`config.mk`:
```
export PLATFORM = sky130hd
export DESIGN_NAME = prefix_varint_decoder_top_flat
export DESIGN_NICKNAME = d
export VERILOG_FILES = /design/src/rtl/pvd_pkg.sv /design/src/rtl/pvd_channels.sv /design/src/rtl/pvd_front.sv /design/src/rtl/pvd_back.sv /design/src/rtl/prefix_varint_decoder_top.sv /design/src/flat_wrapper.sv
export SDC_FILE = /design/constraint.sdc
export NUM_CORES = 1
export LEC_CHECK = 0
export BUFFER_PORTS_ARGS = -buffer_cell sky130_fd_sc_hd__buf_2
export CAP_MARGIN = 20
export CORE_MARGIN = 8
export CORE_UTILIZATION = 45
export CTS_BUF_LIST = sky130_fd_sc_hd__clkbuf_16
export CTS_CLUSTER_DIAMETER = 100
export DETAILED_ROUTE_END_ITERATION = 10
export SYNTH_ARGS = -nofsm -noshare
export SYNTH_HDL_FRONTEND = slang
export SYNTH_SLANG_ARGS = --single-unit
```
`constraint.sdc`:
```
create_clock -name clock -period 5.95 [get_ports clock]
set_clock_uncertainty 0.05 [all_clocks]
set_input_delay 1.19 -clock clock [delete_from_list [all_inputs] [get_ports clock]]
set_output_delay 1.19 -clock clock [all_outputs]
set_load 0.01 [all_outputs]
```
`src/rtl/pvd_pkg.sv`:
```
`default_nettype none

package pvd_pkg;

   localparam int BYTE_W  = 8;
   localparam int VALUE_W = 64;
   localparam int CNT_W   = 4;
   localparam int INIT_W  = 7;

   localparam logic [CNT_W-1:0] CNT_MAX = 4'd15;

   localparam logic [1:0] SUB_WIDE32 = 2'b00;
   localparam logic [1:0] SUB_WIDE64 = 2'b01;
   localparam logic [1:0] SUB_NEG    = 2'b10;

   localparam logic [CNT_W-1:0] FOLLOW_WIDE32 = 4'd4;
   localparam logic [CNT_W-1:0] FOLLOW_WIDE64 = 4'd8;

   typedef enum logic [1:0] {
      KIND_LOAD = 2'b00,
      KIND_NEG  = 2'b01,
      KIND_INV  = 2'b10
   } kind_type;

   typedef struct packed {
      logic [BYTE_W-1:0] data;
      logic              last;
      kind_type          kind;
      logic [CNT_W-1:0]  count;
      logic [INIT_W-1:0] init;
   } item_type;

endpackage

`default_nettype wire

```
`src/rtl/pvd_channels.sv`:
```
`default_nettype none

interface pvd_req_if import pvd_pkg::*; ();
   logic              valid;
   logic              ready;
   logic [BYTE_W-1:0] in_byte;
   logic              end_of_buffer;

   modport source (output valid, output in_byte, output end_of_buffer, input ready);
   modport sink (input valid, input in_byte, input end_of_buffer, output ready);
endinterface

interface pvd_rsp_if import pvd_pkg::*; ();
   logic               valid;
   logic               ready;
   logic [VALUE_W-1:0] value;
   logic [CNT_W-1:0]   bytes_used;
   logic               status;

   modport source (output valid, output value, output bytes_used, output status, input ready);
   modport sink (input valid, input value, input bytes_used, input status, output ready);
endinterface

`default_nettype wire

```
`src/rtl/pvd_front.sv`:
```
`default_nettype none

module pvd_front import pvd_pkg::*; (
   input  wire logic   clock,
   input  wire logic   reset,
   pvd_req_if.sink     req_ch,
   output logic        q_valid,
   input  wire logic   q_ready,
   output item_type    q_item
);

   item_type   cls;
   item_type   mem_ff [2];
   logic       wr_ptr_ff, wr_ptr_in;
   logic       rd_ptr_ff, rd_ptr_in;
   logic [1:0] fill_ff, fill_in;
   logic       push, pop;
   logic [BYTE_W-1:0] b;

   // classify the first-byte form
   always_comb begin
      b         = req_ch.in_byte;
      cls.data  = b;
      cls.last  = req_ch.end_of_buffer;
      cls.kind  = KIND_LOAD;
      cls.count = '0;
      cls.init  = '0;
      if (!b[7]) begin
         cls.init = b[6:0];
      end else if (b[7:6] == 2'b10) begin
         cls.init  = INIT_W'(b[5:0]);
         cls.count = CNT_W'(1);
      end else if (b[7:5] == 3'b110) begin
         cls.init  = INIT_W'(b[4:0]);
         cls.count = CNT_W'(2);
      end else if (b[7:4] == 4'b1110) begin
         cls.init  = INIT_W'(b[3:0]);
         cls.count = CNT_W'(3);
      end else begin
         case (b[3:2])
            SUB_WIDE32: cls.count = FOLLOW_WIDE32;
            SUB_WIDE64: cls.count = FOLLOW_WIDE64;
            SUB_NEG:    cls.kind  = KIND_NEG;
            default: begin
               cls.kind = KIND_INV;
               cls.init = INIT_W'(b[1:0]);
            end
         endcase
      end
   end

   assign req_ch.ready = (fill_ff != 2'd2);
   assign push         = req_ch.valid && req_ch.ready;
   assign q_valid      = (fill_ff != 2'd0);
   assign pop          = q_valid && q_ready;
   assign q_item       = mem_ff[rd_ptr_ff];

   always_comb begin
      wr_ptr_in = push ? ~wr_ptr_ff : wr_ptr_ff;
      rd_ptr_in = pop ? ~rd_ptr_ff : rd_ptr_ff;
      fill_in   = fill_ff;
      if (push && !pop) begin
         fill_in = fill_ff + 2'd1;
      end else if (pop && !push) begin
         fill_in = fill_ff - 2'd1;
      end
   end

   always_ff @(posedge clock) begin
      if (reset) begin
         wr_ptr_ff <= 1'b0;
         rd_ptr_ff <= 1'b0;
         fill_ff   <= 2'd0;
      end else begin
         wr_ptr_ff <= wr_ptr_in;
         rd_ptr_ff <= rd_ptr_in;
         fill_ff   <= fill_in;
      end
   end

   always_ff @(posedge clock) begin
      if (push) begin
         mem_ff[wr_ptr_ff] <= cls;
      end
   end

endmodule

`default_nettype wire

```
`src/rtl/pvd_back.sv`:
```
`default_nettype none

module pvd_back import pvd_pkg::*; (
   input  wire logic   clock,
   input  wire logic   reset,
   input  wire logic   q_valid,
   output logic        q_ready,
   input  wire item_type q_item,
   pvd_rsp_if.source   rsp_ch
);

   logic [CNT_W-1:0]   rem_ff, rem_in;
   logic [VALUE_W-1:0] acc_ff, acc_in;
   logic               inv_ff, inv_in;
   logic [CNT_W-1:0]   cnt_ff, cnt_in;
   logic               out_valid_ff, out_valid_in;
   logic [VALUE_W-1:0] value_ff, value_in;
   logic [CNT_W-1:0]   used_ff, used_in;
   logic               status_ff, status_in;

   logic [CNT_W-1:0]   rem_new;
   logic [VALUE_W-1:0] acc_new;
   logic               inv_new;
   logic [CNT_W-1:0]   cnt_new;
   logic               done;
   logic               out_free;
   logic               take;

   assign out_free = !out_valid_ff || rsp_ch.ready;
   assign q_ready  = out_free;
   assign take     = q_valid && out_free;

   always_comb begin
      rem_new = rem_ff;
      acc_new = acc_ff;
      inv_new = inv_ff;
      done    = 1'b0;
      cnt_new = (cnt_ff == CNT_MAX) ? cnt_ff : cnt_ff + CNT_W'(1);
      if (rem_ff == '0) begin
         case (q_item.kind)
            KIND_LOAD: begin
               acc_new = VALUE_W'(q_item.init);
               rem_new = q_item.count;
               done    = (q_item.count == '0);
            end
            KIND_NEG: inv_new = ~inv_ff;
            KIND_INV: begin
               acc_new = ~VALUE_W'(q_item.init);
               done    = 1'b1;
            end
            default: ;
         endcase
      end else begin
         acc_new = {acc_ff[VALUE_W-BYTE_W-1:0], q_item.data};
         rem_new = rem_ff - CNT_W'(1);
         done    = (rem_ff == CNT_W'(1));
      end
   end

   always_comb begin
      rem_in       = rem_ff;
      acc_in       = acc_ff;
      inv_in       = inv_ff;
      cnt_in       = cnt_ff;
      out_valid_in = out_valid_ff && !rsp_ch.ready;
      value_in     = value_ff;
      used_in      = used_ff;
      status_in    = status_ff;
      if (take) begin
         if (done || q_item.last) begin
            out_valid_in = 1'b1;
            value_in     = done ? (inv_ff ? ~acc_new : acc_new) : '0;
            used_in      = cnt_new;
            status_in    = !done;
            rem_in       = '0;
            acc_in       = '0;
            inv_in       = 1'b0;
            cnt_in       = '0;
         end else begin
            rem_in = rem_new;
            acc_in = acc_new;
            inv_in = inv_new;
            cnt_in = cnt_new;
         end
      end
   end

   always_ff @(posedge clock) begin
      if (reset) begin
         rem_ff       <= '0;
         acc_ff       <= '0;
         inv_ff       <= 1'b0;
         cnt_ff       <= '0;
         out_valid_ff <= 1'b0;
      end else begin
         rem_ff       <= rem_in;
         acc_ff       <= acc_in;
         inv_ff       <= inv_in;
         cnt_ff       <= cnt_in;
         out_valid_ff <= out_valid_in;
      end
   end

   always_ff @(posedge clock) begin
      value_ff  <= value_in;
      used_ff   <= used_in;
      status_ff <= status_in;
   end

   assign rsp_ch.valid      = out_valid_ff;
   assign rsp_ch.value      = value_ff;
   assign rsp_ch.bytes_used = used_ff;
   assign rsp_ch.status     = status_ff;

endmodule

`default_nettype wire

```
`src/rtl/prefix_varint_decoder_top.sv`:
```
// A request that ends a value goes through the two-entry request queue and then the
// response register. Throughput: one byte per cycle, set by the accumulator update
// in the back end, while no response waits on a low rsp_ch.ready.
// Reset: synchronous, active high; empties the queue, clears the decode state and
// drops the response valid.
`default_nettype none

module prefix_varint_decoder_top import pvd_pkg::*; (
   input  wire logic clock,
   input  wire logic reset,
   pvd_req_if.sink   req_ch,
   pvd_rsp_if.source rsp_ch
);

   logic     q_valid;
   logic     q_ready;
   item_type q_item;

   pvd_front u_front (
      .clock   (clock),
      .reset   (reset),
      .req_ch  (req_ch),
      .q_valid (q_valid),
      .q_ready (q_ready),
      .q_item  (q_item)
   );

   pvd_back u_back (
      .clock   (clock),
      .reset   (reset),
      .q_valid (q_valid),
      .q_ready (q_ready),
      .q_item  (q_item),
      .rsp_ch  (rsp_ch)
   );

`ifndef ASSERT_OFF
   a_trunc_zero: assert property (@(posedge clock) disable iff (reset)
      rsp_ch.valid && rsp_ch.status |-> rsp_ch.value == '0)
      else $error("truncated response carries a nonzero value");

   a_used_nonzero: assert property (@(posedge clock) disable iff (reset)
      rsp_ch.valid |-> rsp_ch.bytes_used != '0)
      else $error("response reports zero bytes used");

   a_queue_empty_after_reset: assert property (@(posedge clock) disable iff (reset)
      $past(reset) |-> !q_valid && !rsp_ch.valid)
      else $error("queue or response not empty after reset");
`endif

endmodule

`default_nettype wire

```
`src/flat_wrapper.sv`:
```
// flat-port wrapper written by rule: the top's interface ports become plain ports
module prefix_varint_decoder_top_flat import pvd_pkg::*;
  (clock, reset, req_ch_valid, req_ch_in_byte, req_ch_end_of_buffer, req_ch_ready, rsp_ch_valid, rsp_ch_value, rsp_ch_bytes_used, rsp_ch_status, rsp_ch_ready);
  pvd_req_if req_ch_i ();
  pvd_rsp_if rsp_ch_i ();
  input  wire logic clock;
  input  wire logic reset;
  input wire logic [$bits(req_ch_i.valid)-1:0] req_ch_valid;
  input wire logic [$bits(req_ch_i.in_byte)-1:0] req_ch_in_byte;
  input wire logic [$bits(req_ch_i.end_of_buffer)-1:0] req_ch_end_of_buffer;
  output wire logic [$bits(req_ch_i.ready)-1:0] req_ch_ready;
  output wire logic [$bits(rsp_ch_i.valid)-1:0] rsp_ch_valid;
  output wire logic [$bits(rsp_ch_i.value)-1:0] rsp_ch_value;
  output wire logic [$bits(rsp_ch_i.bytes_used)-1:0] rsp_ch_bytes_used;
  output wire logic [$bits(rsp_ch_i.status)-1:0] rsp_ch_status;
  input wire logic [$bits(rsp_ch_i.ready)-1:0] rsp_ch_ready;
  assign req_ch_i.valid = req_ch_valid;
  assign req_ch_i.in_byte = req_ch_in_byte;
  assign req_ch_i.end_of_buffer = req_ch_end_of_buffer;
  assign req_ch_ready = req_ch_i.ready;
  assign rsp_ch_valid = rsp_ch_i.valid;
  assign rsp_ch_value = rsp_ch_i.value;
  assign rsp_ch_bytes_used = rsp_ch_i.bytes_used;
  assign rsp_ch_status = rsp_ch_i.status;
  assign rsp_ch_i.ready = rsp_ch_ready;
  prefix_varint_decoder_top u_core (.clock(clock), .reset(reset), .req_ch(req_ch_i), .rsp_ch(rsp_ch_i));
endmodule
```
# Word-level counts from Yosys, hierarchy flattened
# Memories as Yosys holds them, arrays and structs flattened. A register that Yosys moved wholly into a read port is not among the register bits.
# Cells that the tools add are included.
[op_classes] addsub=4 n_eq_ne=11 muxes=33 n_bitwise=5 reduce_logical=25
[ops] operator="$mux W64" count=3
[ops] operator="$pmux W64 S2" count=1
[ops] operator="$not A64 Y64" count=1
[ops] operator="$not A7 Y64" count=1
[ops] operator="$mux W11" count=3
[ops] operator="$mux W4" count=5
[ops] operator="$mux W2" count=6
[ops] operator="$mux W1" count=10
[ops] operator="$eq A4 B4 Y1 const B" count=2
[ops] operator="$logic_not A4 Y1" count=2
[ops] operator="$pmux W4 S2" count=1
[ops] operator="$reduce_bool A2 Y1" count=4
[ops] operator="$mux W7" count=1
[ops] operator="$eq A2 B2 Y1 const B" count=3
[ops] operator="$mux W6" count=1
[ops] operator="$logic_and A1 B1 Y1" count=5
[ops] operator="$logic_not A1 Y1" count=5
[ops] operator="$add A4 B1 Y4 const B" count=1
[ops] operator="$eq A2 B1 Y1 const B" count=2
[ops] operator="$eq A4 B1 Y1 const B" count=1
[ops] operator="$logic_not A2 Y1" count=2
[ops] operator="$pmux W2 S2" count=1
[ops] operator="$reduce_and A2 Y1" count=2
[ops] operator="$sub A4 B1 Y4 const B" count=1
[ops] operator="other kinds (11)" count=14
[word_totals] ff_bits=147 ramBits=44 output_inout_bits=71 n_memories=1
[mem_list] name="u_core.u_front.mem_ff" depth=2 width=22 rd=1 rd_clocked_by_memory_dff=1 write_ports=1 line="pvd_front.sv:13" text="item_type mem_ff [2];"

# Longest topological paths before layout
# Gate-level depths: netlist of the first run.
[logic_depth] word_depth=7 mapped_depth=10 mapped_depth_nobuf=7

# By module
# A second synthesis of the first run with hierarchy kept.
[hier_totals] cells_unflattened=767 area_unflattened_um2=9051.2
[modules_own_cells] module="pvd_back" instances=1 cells_per_inst=656 area_each_um2=7141.8 seq_area_each_um2=3553.4
[modules_own_cells] module="pvd_front" instances=1 cells_per_inst=111 area_each_um2=1909.3 seq_area_each_um2=1421.4

# Worst setup path after synthesis of the first run
# OpenSTA, ideal clock, no wires.
[synth_timing] path_type="input -> register" from="input port rsp_ch_ready" to="register u_core.u_back.used_ff[0] (netlist: u_core.u_back.rsp_ch.bytes_used[0]), enable pin" setup_time_ns=0.498 t_arrival_ns=4.591 setup_slack_ns=0.811 stages=4 n_path_buf=0 cell_sequence="nand2b_1 o21a_1 clkinv_1 nor2_1"
[synth_between] elab_chain_len=3
[synth_rtl] element="start, declared" line="flat_wrapper.sv:16" text="input wire logic [$bits(rsp_ch_i.ready)-1:0] rsp_ch_ready;"
[synth_rtl] element="$logic_or A1 B1 Y1" line="pvd_back.sv:29" text="assign out_free = !out_valid_ff || rsp_ch.ready;"
[synth_rtl] element="$logic_and A1 B1 Y1" line="pvd_back.sv:31" text="assign take = q_valid && out_free;"
[synth_rtl] element="$reduce_and A2 Y1 (no line)"
[synth_rtl] element="end signal, assigned" line="pvd_back.sv:106" text="used_ff <= used_in;"
[synth_rtl] element="end, declared" line="pvd_back.sv:18" text="logic [CNT_W-1:0] used_ff, used_in;"
# Every way passes these cells.
# A chain may end at the register's enable or synchronous reset.

==> results of run 1 <==
-- per-layer routing --
metal  vias to the layer above  wire, um  global-route usage [%]
li1                       3149         -                       -
met1                      2893      8880                    20.4
met2                       107      8930                    25.6
met3                        14       798                    2.60
met4                         0       204                    4.58
met5                         -         0                       0
-- path summary, 6_finish.rpt --
kind	start	to	slack, ns	cells after the start
setup / recovery	flip-flop	u_core.u_back.rsp_ch.value[9]	2.35	6
hold / removal	u_core.u_back.acc_ff[61]	u_core.u_back.acc_ff[61]	0.40	2
setup reg to reg	flip-flop	u_core.u_back.rsp_ch.value[9]	2.35	6
hold reg to reg	u_core.u_back.acc_ff[61]	u_core.u_back.acc_ff[61]	0.40	2
-- per-stage QoR --
step	util, %	cell area [um^2]	worst slack, ns	instances	hold WS (ns)
floorplan	-	8950	0.811	880	0.376
global placement	48.7	9510	2.19	1173	0.386
detailed placement	48.7	9510	2.14	1173	0.390
CTS	51.5	10100	2.32	1205	0.399
global route	51.5	10100	2.13	1205	0.415
finish	51.5	10100	2.35	1205	0.398
-- worst min-delay path: stages (launching register included) --
cell and delay, ns:
sky130_fd_sc_hd__dfxtp_1 0.31, sky130_fd_sc_hd__nand2_1 0.05, sky130_fd_sc_hd__o21ai_1 0.05
-- registers in the layout, summed over array words and instances (netlist names), named ones only --
signal / cells
u_core.u_front.wr_ptr_ff: 1
u_core.u_back.rsp_ch.value: 64
u_core.u_back.inv_ff: 1
u_core.u_back.acc_ff: 64
u_core.u_back.rem_ff: 4
u_core.u_back.cnt_ff: 4
u_core.u_back.rsp_ch.bytes_used: 4
u_core.u_front.rd_ptr_ff: 1
u_core.u_front.mem_ff: 44
u_core.u_back.rsp_ch.valid: 1
u_core.u_front.fill_ff: 2
u_core.u_back.rsp_ch.status: 1
-- cells by family after synthesis --
group | count (synthesis) | share of synthesized area (%)
xor gates and xnor gates | 79 | 7.73
and+or+nand+nor | 338 | 15.9
DFF | 192 | 55.6
adders and majority gates | 5 | 0.699
AOI/OAI and AO/OA | 171 | 13.6
buffers and inverters | 72 | 3.88
muxes | 23 | 2.63
-- cell usage after synthesis, types with 2 or more instances --
cell type	instances	area share, %
sky130_fd_sc_hd__nand2b_1	4	0.28
sky130_fd_sc_hd__ha_1	5	0.70
sky130_fd_sc_hd__buf_1	12	0.50
sky130_fd_sc_hd__xor2_1	63	6.2
sky130_fd_sc_hd__mux2_2	4	0.50
sky130_fd_sc_hd__o21ai_1	42	2.3
sky130_fd_sc_hd__nand4_1	2	0.14
sky130_fd_sc_hd__o21ai_0	19	1.1
sky130_fd_sc_hd__a21oi_1	11	0.61
sky130_fd_sc_hd__buf_4	4	0.34
sky130_fd_sc_hd__a211oi_1	7	0.59
sky130_fd_sc_hd__o31ai_1	2	0.17
sky130_fd_sc_hd__nor3b_1	2	0.17
sky130_fd_sc_hd__and3_1	3	0.21
sky130_fd_sc_hd__buf_2	7	0.39
sky130_fd_sc_hd__nor3_1	11	0.61
sky130_fd_sc_hd__nor2_1	127	5.3
sky130_fd_sc_hd__edfxtp_1	113	38
sky130_fd_sc_hd__o21a_1	9	0.75
sky130_fd_sc_hd__clkbuf_1	34	1.4
sky130_fd_sc_hd__nand3b_1	2	0.17
sky130_fd_sc_hd__dfxtp_1	79	18
sky130_fd_sc_hd__xnor2_1	16	1.6
sky130_fd_sc_hd__nand3_1	6	0.34
sky130_fd_sc_hd__inv_1	6	0.25
sky130_fd_sc_hd__o21ba_2	6	0.67
sky130_fd_sc_hd__o221ai_1	8	0.78
sky130_fd_sc_hd__nor2b_1	3	0.21
sky130_fd_sc_hd__nand2_1	147	6.2
sky130_fd_sc_hd__and2_1	24	1.7
sky130_fd_sc_hd__mux2i_1	19	2.1
sky130_fd_sc_hd__buf_6	7	0.88
sky130_fd_sc_hd__nand4b_1	2	0.20
sky130_fd_sc_hd__o21ba_1	2	0.22
sky130_fd_sc_hd__o31a_1	56	5.5
-- placed cells by master, fill, tap and decap left out, types with 3 or more instances in the layout --
| cell type | synthesis | layout |
|---|---|---|
| sky130_fd_sc_hd__inv_1 | 6 | 7 |
| sky130_fd_sc_hd__buf_2 | 7 | 83 |
| sky130_fd_sc_hd__nand2_1 | 147 | 147 |
| sky130_fd_sc_hd__o221ai_1 | 8 | 8 |
| sky130_fd_sc_hd__nor3_1 | 11 | 11 |
| sky130_fd_sc_hd__ha_1 | 5 | 5 |
| sky130_fd_sc_hd__clkbuf_16 | 0 | 18 |
| sky130_fd_sc_hd__xnor2_1 | 16 | 16 |
| sky130_fd_sc_hd__o21ai_0 | 19 | 19 |
| sky130_fd_sc_hd__a21oi_1 | 11 | 11 |
| sky130_fd_sc_hd__and2_1 | 24 | 24 |
| sky130_fd_sc_hd__buf_4 | 4 | 10 |
| sky130_fd_sc_hd__mux2i_1 | 19 | 18 |
| sky130_fd_sc_hd__o31a_1 | 56 | 56 |
| sky130_fd_sc_hd__nor2_1 | 127 | 125 |
| sky130_fd_sc_hd__nand2b_1 | 4 | 4 |
| sky130_fd_sc_hd__and3_1 | 3 | 3 |
| sky130_fd_sc_hd__dfxtp_1 | 79 | 78 |
| sky130_fd_sc_hd__nand3_1 | 6 | 6 |
| sky130_fd_sc_hd__o21ai_1 | 42 | 42 |
| sky130_fd_sc_hd__nor2b_1 | 3 | 3 |
| sky130_fd_sc_hd__inv_6 | 0 | 5 |
| sky130_fd_sc_hd__a211oi_1 | 7 | 7 |
| sky130_fd_sc_hd__o21a_1 | 9 | 9 |
| sky130_fd_sc_hd__mux2_2 | 4 | 4 |
| sky130_fd_sc_hd__xor2_1 | 63 | 63 |
| sky130_fd_sc_hd__o21ba_2 | 6 | 6 |
| sky130_fd_sc_hd__edfxtp_1 | 113 | 113 |
-- layout make-up --
class / count / area, um^2
multi-input combinational: 616 / 3680
fill: 1859 / 9460
sequential: 192 / 4980
inverter: 7 / 26.3
tap: 265 / 332
clock buffer: 18 / 450
clock inverter: 14 / 105
timing repair buffer: 93 / 490
==> results.txt, run 1 <==
- The path class of the tightest hold or removal check is reg2reg.
- Clock Sink Count: 192
* Final-stage net count: 945
* CTS tree: yes
- Count of buffers from port buffering: 83
* Largest stage delay, worst path: 0.67 ns
- Crit path max-delay family: compound AO/OA/AOI/OAI gates
* Worst-path cell with the longest stage delay: sky130_fd_sc_hd__nor2_4
- Pin placement for this block handled 84 I/O pins.
- In this run the worst path has a maximum fanout of 28.
* Total Negative Setup Slacks: 0 ns
* Effective utilization at floorplan: 45.9%
* DRC violations left: 0
- Classification of the worst setup path: reg2reg
- Cts bufs inserted: 17
- Global routing used 15.4% of the available tracks.
* Via count of the first global-routing pass: 5,892
- The first global-routing pass estimated about 31,000 um of wire.
- Max-cap violations in this run came to 0.
- Clock-pin slew was measured on the worst setup and hold paths at roughly 0.070 ns.
- Sequential cells were found to cover 55.6% of the synthesized design area.
- Critical Path Most Common Cell: sky130_fd_sc_hd__buf_4
- Once detailed placement completed, the half-perimeter wirelength came to 11,700 um.
* Overall die width: roughly 160 um
- Number of enable-type register cells in the synthesized netlist: 113
- The number of antenna violations at the first check in global routing came to 0.
* Number of routed nets with antenna violations: 0
- The H-tree was split into 4 levels.
- Vias post-DR: 6,163
- In this run, post-CTS repair resized a total of 0 instances.
- In the synthesized netlist the dominant register cell turns out to be sky130_fd_sc_hd__edfxtp_1.
- Setup repair after global routing left no endpoint under its margin.
* Kind of launch point of the worst setup path: flip-flop
- DIE HEIGHT: 157 um
- Number of warnings issued by yosys: 0
- Per-cell via count in the routed design: between 5 and 6
* Crit path buffers/inverters: 2
- In the synthesized netlist, the number of instances is 880.
- Mean area per synthesized cell: 10.2 um^2
- Area of the die: 24,700 um^2
- Clock root buffer: sky130_fd_sc_hd__clkbuf_16
* Cell area after synthesis: between 8000 and 9000 um^2
- The smallest clock period supported by the final layout is computed as roughly 3.6 ns.
- The worst pin sits at a relative slew slack of around a quarter.
- STA puts the critical path data arrival time at 3.65 ns.
* First-iteration detailed-routing DRC count: between 400 and 500
- Endpoint required time on the critical path: 6.00 ns
- The count of endpoints failing hold in the final timing report came to 0.
- The number of nets in the synthesized netlist is between 800 and 900.
- Setup violations remaining at the end of the flow were counted as 0.
- The max-slew violation total from the final report is 0.
- Post-detailed-route wirelength per cell: roughly 16 um
- After synthesis the netlist holds a flip-flop and latch count of 192.
- # Post-CTS Setup Buffers: 0
- Final routed wirelength across all metal layers: 18,800 um
- The clock reaches the later pin of the worst-skew pair after around 0.43 ns.
- Entering global routing, the biggest net connects 79 pins.
- Clock Path Buffers: 2
* Status: finished clean
- At the pin with the least slew margin, the transition time is 1.15 ns.
- Standard-cell row count: a little over 50
- 1st-pass router iterations: 5
* CTS Hold Buffers Added: 0
* Area added between synthesis and finish: 12.4%
- Proportion of layout cells with a drive suffix above 1: 15.1%
- Capturing element type of the critical path: flip-flop
* Ratio of final minimum period to clock period: 60.5%
- Sum of overflow across all layers after global routing: 0
- Cell breakdown of the critical path: buf_4, mux2_2, a2111oi_0, o32ai_2, nor2_4, buf_4
* Number of distinct library cells after synthesis: between 50 and 60
- Of all flip-flops after synthesis, the portion carrying an async set or reset was 0%.
* Antenna cell count: 0
- Routability-driven placement finished with a final weighted congestion of 0.734.
- Highest clock frequency the design can meet: 278 MHz
- Area of the core region: 19,500 um^2
Power of run 1 is left out: the tool's default activity adds up to more than one toggle a clock period on the data nets, which glitch-free logic cannot reach.
==> inputs of run 2 (changes only) <==
ABC_AREA = 1   (was not set)
clock period = 3.7 ns   (was 5.95 ns; I/O delays follow)
==> run 2 against run 1 <==
Via count rose by 7.0%. Register-to-register slack got worse by 1.3 ns. Utilization rose by 0.61 points. Critical endpoint is now u_core.u_back.rsp_ch.value[56].
==> results.txt, run 2 <==
- The flow ran to the end, and the final reports show no timing, DRC or antenna violations.
- The count of nets left with antenna violations once routing finished came out at 0.
* Insertion delay to the later sink of the worst-skew pair: between 0.4 and 0.5 ns
- Among all flip-flop cells after synthesis, the most frequent one is sky130_fd_sc_hd__edfxtp_1.
- Post-synthesis sequential element count: 192
- The floorplan has 50 rows.
- Clock-pin slew was measured on the worst setup and hold paths at 0.07 ns.
- GRT Resource Usage Total: 16.7%
- Unrepaired setup endpoints after global routing: no
- Io pins: 84
* Worst max-slew margin expressed relative to the limit: 49.4%
* Mapped Nets: 941
* Overall die width: 155 um
* Cts bufs inserted: 17
- Cell type with the largest total area after synthesis: sky130_fd_sc_hd__edfxtp_1
* 1st-pass router iterations: 5
- Clock Path Buffers: 2
* Most frequent cells in the layout: sky130_fd_sc_hd__o21ai_0 (210), sky130_fd_sc_hd__edfxtp_1 (113), sky130_fd_sc_hd__nand2_1 (100), sky130_fd_sc_hd__buf_2 (83), sky130_fd_sc_hd__dfxtp_1 (79)
- Vias post-DR: 6,595
- Path depth of the worst reg2reg path: 10
* Proportion of layout cells with a drive suffix above 1: between 10% and 20%
* Antenna cell count: 0
* Largest cells by area after synthesis: sky130_fd_sc_hd__edfxtp_1 (39%), sky130_fd_sc_hd__dfxtp_1 (18%), sky130_fd_sc_hd__o21ai_0 (12%), sky130_fd_sc_hd__a211oi_1 (5.0%), sky130_fd_sc_hd__a21oi_1 (4.4%)
- The initial utilization of the core area, before any placement, comes to 46.1%.
- Capturing element type of the critical path: flip-flop
* Critical Path Most Common Cell: sky130_fd_sc_hd__o21ai_0
- Derived from the worst setup path, the maximum achievable clock frequency is 382 MHz.
- Number of resized instances in the post-cts repair step: 0
- The library cell used most frequently in the layout, excluding fill and tap cells, is sky130_fd_sc_hd__o21ai_0.
- Total Negative Setup Slacks: 0 ns
- Gate count of the mapped netlist: 923
- The worst hold path belongs to the class reg2reg.
- After synthesis the cells add up to 8680 um^2.
- In this run, the number of DRC markers left after iteration 0 of detailed routing was about 550.
- The number of different library cells used by synthesis comes to 33.
- The worst path meets setup with between 1 and 1.5 ns of slack.
* Sum of overflow across all layers after global routing: 0
- Number of warnings issued by yosys: 0
- Per-cell via count in the routed design: 5.31
* Ranking of synthesized cells by instance count: sky130_fd_sc_hd__o21ai_0 (210), sky130_fd_sc_hd__edfxtp_1 (113), sky130_fd_sc_hd__nand2_1 (100)
* Post-detailed-route wirelength per cell: 16.0 um
* Area of the die: 24,000 um^2
* Worst-margin pin slew: roughly 0.76 ns
- Pin count of the biggest net entering global routing: 140
- Global-route wire length before repair: 32,600 um
- Top-count cell post-synth: sky130_fd_sc_hd__o21ai_0
- At the worst endpoint, the required time is 3.81 ns.
- Cell breakdown of the critical path: inv_2, nand2_1, nand2_2, buf_4, inv_1, buf_16, o21ai_0, o21ai_0, o21ai_0, a21oi_1
- DIE HEIGHT: between 150 and 200 um
* Register area share after synthesis: 57.3%
* Clock Sink Count: 192
- Kind of launch point of the worst setup path: flip-flop
- Number of H-tree branching levels: 4
* Shortest period the worst path allows: approximately 2.6 ns
* Routability congestion estimate from global placement: ~0.8
* Ratio of final minimum period to clock period: between 70% and 80%
* Via count of the first global-routing pass: 6,097
- Each instance of the synthesized netlist takes up on average 9.40 um^2.
* Post-synthesis async set-or-reset flop share: 0%
* Count of buffers from port buffering: between 80 and 90
- The number of hold buffers added after CTS was 0.
* Final-stage net count: 986
- The area growth from synthesis to layout is 13.2%.
- Counting instances, the worst hold path has a depth of 1.
* CTS tree: yes
- After detailed routing, the total wire length is 19,800 um.
- Number of enable-type register cells in the synthesized netlist: 113
- Data on the critical path arrives at its endpoint at around 2.7 ns.
- The count of endpoints failing hold in the final timing report came to 0.
- Setup violations remaining at the end of the flow were counted as 0.
- Initial antenna violation count: 0
* HPWL after detailed placement: 12,000 um
- In this run the standard cell core region covers 18,800 um^2.
- Along the worst path, the maximum fanout reaches 30.
* Classification of the worst setup path: reg2reg
- DRC violations left: 0
* Final Slew Violations: 0
- Top cell type's share of synthesized area: between 30% and 40%
- On the worst path, the slowest cell contributes a delay of 0.43 ns.
- Worst slack at placement: 0.689 ns
- The tool flagged a number of max-cap violations equal to 0.
- # Post-CTS Setup Buffers: 0
- Clock root buffer: sky130_fd_sc_hd__clkbuf_16
* Worst-path cell with the longest stage delay: sky130_fd_sc_hd__dfxtp_1
## run 2: changes by cell type after synthesis, sizes merged, moves of 11 or more
cell	before	now
o31a	56	0
xor2	63	3
mux2i	19	8
a211oi	7	58
xnor2	16	0
nand2	147	101
clkbuf	35	46
nor2	127	47
and2	24	4
o21ai	62	245
inv	6	60
a21oi	11	78
## run 2: logic make-up after synthesis
kind of cell | share of synthesized area [%]
AO/OA/AOI/OAI | 24.8
flip-flops | 57.3
AND/OR/NAND/NOR | 8.98
buffers and inverters | 6.89
multiplexers | 0.966
adder cells (fa/ha/maj) | 0.721
XOR/XNOR | 0.303
## run 2: layout make-up
type	instances	area, um^2
tap	260	325
fill	1736	9010
sequential	192	4970
clock buffer	17	425
clock inverter	15	146
multi-input combinational	595	3120
inverter	62	239
timing repair buffer	100	588
## run 2: worst max-delay path, delay by kind of cell, from the launching register on
kind | cells | cell delay, ns
compound gates | 4 | 0.61
buf+inv | 4 | 1.08
flops | 1 | 0.43
simple gates | 2 | 0.17
## run 2: per-stage QoR
stage | util, % | instances | instance area, um^2 | hold WS, ns
CTS | 51.9 | 1239 | 9770 | 0.406
detailed placement | 48.9 | 1207 | 9200 | 0.395
finish | 52.2 | 1241 | 9820 | 0.407
floorplan | - | 923 | 8680 | 0.376
global placement | 48.9 | 1207 | 9200 | 0.386
global route | 52.2 | 1241 | 9820 | 0.430
## run 2: path summary, 6_finish.rpt
path                       startpoint                              to  slack [ns]
max                         flip-flop  u_core.u_back.rsp_ch.value[56]        1.08
min          u_core.u_front.rd_ptr_ff        u_core.u_front.rd_ptr_ff        0.41
max reg2reg                 flip-flop  u_core.u_back.rsp_ch.value[56]        1.08
min reg2reg  u_core.u_front.rd_ptr_ff        u_core.u_front.rd_ptr_ff        0.41
## run 2: routing by layer
layer / share of wire (%) / global-route usage (%)
met1: 47 / 22.4
met5: 0 / 0
met4: 1.7 / 6.30
met3: 3.9 / 2.99
met2: 47 / 26.7
Power of run 2 is left out for the same reason.
